File: src/rtl/sws_pkg.sv
// Package: types, codes and constants of the stop-and-wait sender.
`timescale 1ns / 1ps
package sws_pkg;

  localparam int LENGTH_BITS = 32;
  localparam int TIMER_BITS  = 32;
  localparam int CFG_DATA_W  = 32;
  localparam int CFG_IDX_W   = 1;

  localparam logic [15:0] MAX_PAYLOAD_RST   = 16'd1024;
  localparam logic [31:0] TIMEOUT_TICKS_RST = 32'd1000;

  localparam logic [CFG_IDX_W-1:0] CFG_MAX_PAYLOAD   = 1'b0;
  localparam logic [CFG_IDX_W-1:0] CFG_TIMEOUT_TICKS = 1'b1;

  localparam logic [1:0] MODE_START = 2'd0;
  localparam logic [1:0] MODE_TICK  = 2'd1;
  localparam logic [1:0] MODE_REPLY = 2'd2;

  localparam logic [1:0] ACT_NONE = 2'd0;
  localparam logic [1:0] ACT_DATA = 2'd1;
  localparam logic [1:0] ACT_END  = 2'd2;
  localparam logic [1:0] ACT_DONE = 2'd3;

  localparam logic SEQ_BASE_BIT = 1'b1;

  typedef enum logic [1:0] {
    PH_IDLE = 2'd0,
    PH_DATA = 2'd1,
    PH_END  = 2'd2
  } phase_t;

  typedef struct packed {
    logic [1:0]  mode;
    logic [31:0] file_length;
    logic        reply_ack;
    logic        reply_end;
    logic [15:0] reply_ack_number;
    logic        reply_checksum_ok;
  } in_word_t;

  typedef struct packed {
    logic [1:0]  action;
    logic        retransmit;
    logic [1:0]  seq_number;
    logic [31:0] packet_index;
    logic [31:0] byte_offset;
    logic [15:0] payload_length;
  } out_word_t;

  typedef struct packed {
    logic [15:0] max_payload;
    logic [31:0] timeout_ticks;
  } cfg_t;

  typedef struct packed {
    phase_t                 phase;
    logic                   current_seq_odd;
    logic [LENGTH_BITS-1:0] sent_packets;
    logic [LENGTH_BITS-1:0] bytes_left;
    logic [LENGTH_BITS-1:0] sent_offset;
    logic [15:0]            current_length;
    logic [TIMER_BITS-1:0]  tick_count;
  } state_t;

endpackage

File: src/rtl/sws_core.sv
// Next-state and result logic for one input word of the sender.
`timescale 1ns / 1ps
module sws_core (
  input  sws_pkg::state_t   st,
  input  sws_pkg::cfg_t     cfg,
  input  sws_pkg::in_word_t in_word,
  output sws_pkg::state_t   st_nxt,
  output sws_pkg::out_word_t res
);

  logic [15:0]                     cap;
  logic [sws_pkg::LENGTH_BITS-1:0] bl_new;
  logic [sws_pkg::LENGTH_BITS-1:0] len_ext;
  logic [sws_pkg::LENGTH_BITS-1:0] cap_ext;
  logic [sws_pkg::TIMER_BITS-1:0]  tick_inc;
  logic                            send_new;
  logic                            seq_match;

  assign cap       = (cfg.max_payload == 16'd0) ? 16'd1 : cfg.max_payload;
  assign len_ext   = {{(sws_pkg::LENGTH_BITS-16){1'b0}}, st.current_length};
  assign cap_ext   = {{(sws_pkg::LENGTH_BITS-16){1'b0}}, cap};
  assign tick_inc  = (st.tick_count != '1) ? st.tick_count + 1'b1 : st.tick_count;
  assign seq_match = in_word.reply_ack_number == {14'd0, sws_pkg::SEQ_BASE_BIT,
                                                  st.current_seq_odd};

  always_comb begin
    st_nxt   = st;
    res      = '0;
    send_new = 1'b0;
    bl_new   = st.bytes_left;
    unique case (in_word.mode)
      sws_pkg::MODE_START: begin
        bl_new                 = in_word.file_length[sws_pkg::LENGTH_BITS-1:0];
        st_nxt.sent_packets    = '0;
        st_nxt.sent_offset     = '0;
        st_nxt.current_seq_odd = 1'b0;
        st_nxt.current_length  = '0;
        send_new               = 1'b1;
      end
      sws_pkg::MODE_TICK: begin
        if (st.phase == sws_pkg::PH_DATA || st.phase == sws_pkg::PH_END) begin
          st_nxt.tick_count = tick_inc;
          if (tick_inc >= cfg.timeout_ticks) begin
            st_nxt.tick_count = '0;
            res.retransmit    = 1'b1;
            if (st.phase == sws_pkg::PH_DATA) begin
              res.action         = sws_pkg::ACT_DATA;
              res.seq_number     = {sws_pkg::SEQ_BASE_BIT, st.current_seq_odd};
              res.packet_index   = st.sent_packets;
              res.byte_offset    = st.sent_offset;
              res.payload_length = st.current_length;
            end else begin
              res.action = sws_pkg::ACT_END;
            end
          end
        end
      end
      sws_pkg::MODE_REPLY: begin
        if (st.phase == sws_pkg::PH_DATA) begin
          if (in_word.reply_ack && in_word.reply_checksum_ok && seq_match) begin
            bl_new                 = st.bytes_left - len_ext;
            st_nxt.sent_offset     = st.sent_offset + len_ext;
            st_nxt.sent_packets    = st.sent_packets + 1'b1;
            st_nxt.current_seq_odd = ~st.current_seq_odd;
            send_new               = 1'b1;
          end
        end else if (st.phase == sws_pkg::PH_END) begin
          if (in_word.reply_ack && in_word.reply_end) begin
            st_nxt.tick_count = '0;
            if (in_word.reply_checksum_ok) begin
              st_nxt.phase = sws_pkg::PH_IDLE;
              res.action   = sws_pkg::ACT_DONE;
            end else begin
              res.action     = sws_pkg::ACT_END;
              res.retransmit = 1'b1;
            end
          end
        end
      end
      default: ;
    endcase

    if (send_new) begin
      st_nxt.tick_count = '0;
      st_nxt.bytes_left = bl_new;
      if (bl_new == '0) begin
        st_nxt.phase = sws_pkg::PH_END;
        res.action   = sws_pkg::ACT_END;
      end else begin
        st_nxt.current_length = (bl_new < cap_ext) ? bl_new[15:0] : cap;
        st_nxt.phase          = sws_pkg::PH_DATA;
        res.action            = sws_pkg::ACT_DATA;
        res.seq_number        = {sws_pkg::SEQ_BASE_BIT, st_nxt.current_seq_odd};
        res.packet_index      = st_nxt.sent_packets;
        res.byte_offset       = st_nxt.sent_offset;
        res.payload_length    = st_nxt.current_length;
      end
    end
  end

endmodule

File: src/rtl/stop_and_wait_sender.sv
// Top level of the stop-and-wait sender: state, configuration and result register.
//
//   channel  direction  handshake           word
//   in_      input      in_valid/in_ready   sws_pkg::in_word_t
//   out_     output     out_valid/out_ready sws_pkg::out_word_t
//   cfg_     input      cfg_we              cfg_index, cfg_data
//
// One word in, one word out; the result is registered and appears in the cycle after acceptance.
// A new word is taken every cycle while the result register is empty or drains.
// A stall on out_ready holds the result and drops in_ready until it is taken.
// Reset (rst_n low, synchronous) sets idle phase and the register defaults.
`timescale 1ns / 1ps
module stop_and_wait_sender (
  input  logic                                 clk,
  input  logic                                 rst_n,
  input  logic                                 in_valid,
  output logic                                 in_ready,
  input  sws_pkg::in_word_t                    in_data,
  output logic                                 out_valid,
  input  logic                                 out_ready,
  output sws_pkg::out_word_t                   out_data,
  input  logic                                 cfg_we,
  input  logic [sws_pkg::CFG_IDX_W-1:0]        cfg_index,
  input  logic [sws_pkg::CFG_DATA_W-1:0]       cfg_data
);

  sws_pkg::state_t    st_r, st_nxt;
  sws_pkg::cfg_t      cfg_r;
  sws_pkg::out_word_t res;
  sws_pkg::out_word_t out_r;
  logic               out_valid_r;
  logic               in_fire;

  assign in_ready  = ~out_valid_r | out_ready;
  assign in_fire   = in_valid & in_ready;
  assign out_valid = out_valid_r;
  assign out_data  = out_r;

  sws_core u_core (
    .st      (st_r),
    .cfg     (cfg_r),
    .in_word (in_data),
    .st_nxt  (st_nxt),
    .res     (res)
  );

  always_ff @(posedge clk) begin
    if (!rst_n) begin
      st_r                <= '0;
      cfg_r.max_payload   <= sws_pkg::MAX_PAYLOAD_RST;
      cfg_r.timeout_ticks <= sws_pkg::TIMEOUT_TICKS_RST;
      out_valid_r         <= 1'b0;
    end else begin
      if (in_fire) begin
        st_r <= st_nxt;
      end
      if (cfg_we) begin
        unique case (cfg_index)
          sws_pkg::CFG_MAX_PAYLOAD:   cfg_r.max_payload   <= cfg_data[15:0];
          sws_pkg::CFG_TIMEOUT_TICKS: cfg_r.timeout_ticks <= cfg_data[31:0];
          default: ;
        endcase
      end
      if (in_fire) begin
        out_valid_r <= 1'b1;
      end else if (out_ready) begin
        out_valid_r <= 1'b0;
      end
    end
  end

  always_ff @(posedge clk) begin
    if (in_fire) begin
      out_r <= res;
    end
  end

endmodule

File: config.mk
export PLATFORM = sky130hd
export DESIGN_NAME = stop_and_wait_sender
export DESIGN_NICKNAME = d
export VERILOG_FILES = /design/src/rtl/sws_pkg.sv /design/src/rtl/sws_core.sv /design/src/rtl/stop_and_wait_sender.sv
export SDC_FILE = /design/constraint.sdc
export NUM_CORES = 1
export LEC_CHECK = 0
export ABC_CLOCK_PERIOD_IN_PS = 10700
export BUFFER_PORTS_ARGS = -buffer_cell sky130_fd_sc_hd__buf_2
export CAP_MARGIN = 30
export CORE_ASPECT_RATIO = 0.9
export CORE_MARGIN = 1
export CORE_UTILIZATION = 25
export DETAILED_ROUTE_END_ITERATION = 10
export PLACE_DENSITY = 0.42
export SLEW_MARGIN = 20
export SYNTH_ARGS = -nofsm -noshare
export SYNTH_HDL_FRONTEND = slang
export SYNTH_SLANG_ARGS = --single-unit
File: constraint.sdc
create_clock -name clk -period 10.7 [get_ports clk]
set_input_delay 0 -clock clk [delete_from_list [all_inputs] [get_ports clk]]
set_output_delay 0 -clock clk [all_outputs]
set_load 0.05 [all_outputs]
Word-level counts from Yosys, hierarchy flattened
Cells that the tools add are included.
{"block": "word_totals", "reg_bits": 281, "latchBits": 0, "ram_bits": 0, "romBits": 0, "input_bits": 91, "output_inout_bits": 87, "memories": 0}
{"block": "op_classes", "n_addsub": 4, "n_mul": 0, "n_div": 0, "order_cmp": 2, "n_eq_ne": 11, "n_shift": 0, "mux": 47, "n_bitwise": 5, "reduce_logical": 18}
{"operator": "$mux W82", "n": 4}
{"operator": "$mux W32", "n": 10}
{"operator": "$pmux W32 S2", "n": 3}
{"operator": "$mux W85", "n": 2}
{"operator": "$mux W33", "n": 2}
{"operator": "$pmux W33 S2", "n": 1}
{"operator": "$add A32 B1 Y32 const B", "n": 2}
{"operator": "$mux W16", "n": 4}
{"operator": "$mux W48", "n": 1}
{"operator": "$add A32 B16 Y32", "n": 1}
{"operator": "$ge A32 B32 Y1", "n": 1}
{"operator": "$logic_not A32 Y1", "n": 1}
{"operator": "$lt A32 B16 Y1", "n": 1}
{"operator": "$ne A32 B32 Y1 const B", "n": 1}
{"operator": "$sub A32 B16 Y32", "n": 1}
{"operator": "$mux W2", "n": 9}
{"operator": "$eq A16 B2 Y1", "n": 1}
{"operator": "$logic_not A16 Y1", "n": 1}
{"operator": "$reduce_and A6 Y1", "n": 2}
{"operator": "$reduce_bool A2 Y1", "n": 5}
{"operator": "$mux W3", "n": 3}
{"operator": "$ne A3 B1 Y1 const B", "n": 3}
{"operator": "$mux W1", "n": 6}
{"operator": "$pmux W3 S2", "n": 1}
{"operator": "other kinds (13)", "n": 21}

Longest topological paths before layout
{"block": "depth", "ltp_word": 9, "mapped_depth": 24, "ltp_nobuf": 21}

Modules after synthesis
A second synthesis with hierarchy kept.
{"block": "hier_totals", "hier_cells": 2276, "hier_area_um2": 18888.1}
{"mod": "stop_and_wait_sender", "instances": 1, "cells_each": 940, "area_each_um2": 10183.5, "seq_area_each_um2": 6476.2}
{"mod": "sws_core", "instances": 1, "cells_each": 1336, "area_each_um2": 8704.6, "seq_area_each_um2": 0.0}

Least setup slack after synthesis
No wires, ideal clock.
{"block": "synth_path", "kind": "register to register", "start": "register st_r[3] (netlist bit)", "end": "register out_r (netlist bit out_data[17]) (data pin)", "setup_time_ns": 0.256, "t_arrival_ns": 4.476, "required_time_ns": 10.444, "path_slack_ns": 5.967, "stages_incl_launch_ff": 23, "path_buffers": 4, "cell_sequence": "dfxtp_1 > and4_1 > nand3_1 > nor4_1 > a21oi_1 > and3_1 > clkbuf_1 > and4_1 > clkbuf_1 > nand4_1 > xnor2_1 > ha_1 > a21o_1 > a21o_1 > a21o_1 > a21o_1 > a21oi_1 > o21ai_0 > o211a_1 > clkbuf_1 > a22o_1 > buf_6 > a22o_1"}
{"element": "start, declared", "line_no": "stop_and_wait_sender.sv:27", "source": "sws_pkg::state_t st_r, st_nxt;"}
{"element": "start signal, assigned", "line_no": "stop_and_wait_sender.sv:55", "source": "st_r <= st_nxt;"}
{"element": "end signal, assigned", "line_no": "stop_and_wait_sender.sv:74", "source": "out_r <= res;"}
{"element": "end, declared", "line_no": "stop_and_wait_sender.sv:30", "source": "sws_pkg::out_word_t out_r;"}

==> flow_summary.json <==
{
  "routabilityCongestion": 0.9342,
  "area_delta_synth_final_pct": 21.11,
  "finalPower_mw": 2.870,
  "dieArea_um2": 70030,
  "vias_per_cell": 5.079,
  "hp-class": "in2reg",
  "port_buffers": 177,
  "start_kind": "flip-flop",
  "synth_area_um2": 17240,
  "power.leakage_nw": 8.183,
  "ant_nets": 0,
  "grt_use_met1_pct": 22.98,
  "place_area_um2": 19010,
  "dp_hpwl_mm": 45.03,
  "fin_crit_ns": 6.299,
  "rows": 90,
  "grt_pass1_wl_mm": 94.05,
  "path_class": "reg2reg",
  "ys_warn_count": 0,
  "crit_path_end_kind": "flip-flop",
  "status": "completed",
  "rsz0062_at_grt": "false",
  "fmaxAchievable_mhz": 158.8,
  "post-place-ws_ns": 4.336,
  "synthTopCellsByCount": "nand2_1 (220), nor2_1 (198), dfxtp_1 (196)",
  "core_region_area_um2": 67680,
  "met2_usage_pct": 27.65,
  "final_area_um2": 20890,
  "met3_usage_pct": 3.290,
  "ys_types": 87,
  "grt_util_all_layers_pct": 17.32,
  "root_buffer": "clkbuf_16",
  "wl_per_cell_um": 19.31,
  "maxSlewViolCount": 0,
  "ios": 178,
  "path_clk_slew_ns": 0.06,
  "cts_buffers": 37,
  "async_flop_share_pct": 0,
  "first_pass_iters": 8,
  "clock_latency_ns": 0.57,
  "cts_resized": 0,
  "finalSetupViolCount": 0,
  "synth_seq_cells": 281,
  "synth_edf_count": 85,
  "antenna_found_initial": 8,
  "combPwrFrac_pct": 15.7,
  "switchingPower_mw": 0.8463,
  "fin_worst_skew_ns": 0.02747,
  "synth_top_area_share_pct": 22.75,
  "final_hold_viol_count": 0,
  "timing.final.crit_share_pct": 58.87,
  "grt_start_max_net_pins": 73,
  "critPathRequiredTime_ns": 11.01,
  "busiest_layer": "met2",
  "cts_hold_buffers": 62,
  "grt_pass1_vias": 15610,
  "nets": 2432,
  "drtIter0Drc": 1248,
  "ys_seq_area_share_pct": 37.56,
  "yosys.cell_count.top_type": "nand2_1",
  "seq_power_share_pct": 40.2,
  "cap_violations": 0,
  "clock_path_buffers": 3,
  "tightest_slew_ns": 0.8635,
  "die_y_um": 251.2,
  "p_clk_share_pct": 44.1,
  "post_cts_buffers": 0,
  "dieWidth_um": 278.8,
  "drc": 0,
  "drive_above_1_share_pct": 13.77,
  "initial_utilization_pct": 25.48,
  "h-tree-depth": 2,
  "cts_tree": "yes",
  "irDropWorstVdd_uv": 88.02,
  "p_int_mw": 2.023,
  "worst-path-max-fanout": 61,
  "postSynthCellCount": 2076,
  "synth_nets": 2256,
  "setup_tns_ns": 0,
  "synth_area_leaders": "dfxtp_1 (23%), edfxtp_1 (15%), ha_1 (6.3%)",
  "setup_ws_ns": 4.401,
  "cts.sinks": 281,
  "grt.overflow.total": 0,
  "via_count": 16280,
  "cp.arrival_ns": 6.61,
  "drt_wl_total_mm": 61.91,
  "switching_share_pct": 29.49,
  "ys.flop_type": "dfxtp_1",
  "p_per_area_nw_per_um2": 137.4,
  "relSlewSlack_pct": 41.62,
  "syn_avg_cell_area_um2": 8.306,
  "synth_top_area_cell": "dfxtp_1"
}
sequential cells by signal (all words and copies together), names as in the netlist:
signal,flops
cfg_r,48
out_valid,1
out_data,85
st_r,147
final cells by class:
cell class | count | area, µm²
Inverter | 106 | 402.9
Timing Repair Buffer | 271 | 1779
Clock buffer | 52 | 1064
Clock inverter | 16 | 166.4
Tap cell | 920 | 1151
Fill cell | 7230 | 46790
Sequential cell | 281 | 6476
Antenna cell | 5 | 12.51
Multi-Input combinational cell | 1555 | 9833
per-stage QoR:
step	util (%)	hold WS, ns	instances
4_1_cts	30.82	0.007128	3199
3_3_place_gp	27.98	0.2411	3064
5_1_grt	30.85	0.03061	3203
3_5_place_dp	28.09	0.2465	3069
2_1_floorplan	-	0.1295	2076
6_report	30.86	0.02158	3206
power by group through the flow:
stage	clock, mW	sequential, mW	combinational, mW
2_1_floorplan	0	1.23	0.239
3_5_place_dp	0	1.18	0.432
3_3_place_gp	0	1.18	0.431
5_1_grt	1.35	1.16	0.490
6_report	1.27	1.15	0.451
4_1_cts	1.32	1.15	0.452
worst max-delay path: stages (launching register included):
cell	delay [ns]
dfxtp_1	0.32
inv_1	0.06
ha_1	0.25
nor4b_2	0.45
and3_1	0.32
a21oi_4	0.13
a221o_1	0.44
or4_1	0.56
or4_1	0.51
nor4_1	0.42
nand4_1	0.27
o21ai_4	0.45
buf_4	0.55
buf_4	0.60
nor2_1	0.34
mux2_2	0.35
cells by family (layout without fill, tap and decap cells):
group | after synthesis | count (layout) | share of synthesized area (%)
xor gates and xnor gates | 57 | 57 | 2.895
adders and majority gates | 89 | 89 | 6.545
other | 0 | 5 | 0
and+or+nand+nor | 810 | 810 | 23.06
DFF | 281 | 281 | 37.56
muxes | 23 | 23 | 1.379
AOI/OAI and AO/OA | 576 | 576 | 22.96
buffers and inverters | 240 | 445 | 5.609
cell usage in the layout, fill, tap and decap left out, drive strengths merged, types with 21 or more instances in the layout:
cell type	n
a211oi	30
a21o	46
a21oi	156
a22oi	47
and3	38
buf	207
clkbuf	54
dfxtp	196
dlygate4sd3	62
edfxtp	85
ha	87
inv	106
nand2	220
nand3	102
nand4	32
nor2	199
nor3	67
nor4	34
o211ai	23
o21ai	103
or3	25
xnor2	36
xor2	21
per-layer routing:
| metal | vias up | share of wire [%] |
|---|---|---|
| li1 | 8026 | - |
| met2 | 432 | 45 |
| met4 | 8 | 3.5 |
| met3 | 114 | 5.6 |
| met5 | - | 0.065 |
| met1 | 7703 | 46 |
path summary, 6_finish.rpt:
kind / depth (start not counted) / to / slack [ns] / start
setup / recovery: 15 / out_data[80]$_DFFE_PP_ / 4.40 / st_r[146]$_SDFFE_PN0P_
hold / removal: 3 / out_data[82]$_DFFE_PP_ / 0.02 / in_data[0]
setup reg to reg: 15 / out_data[80]$_DFFE_PP_ / 4.40 / st_r[146]$_SDFFE_PN0P_
hold reg to reg: 2 / cfg_r[21]$_SDFFE_PN0P_ / 0.45 / cfg_r[21]$_SDFFE_PN0P_
(Power assumes the default switching activity.)
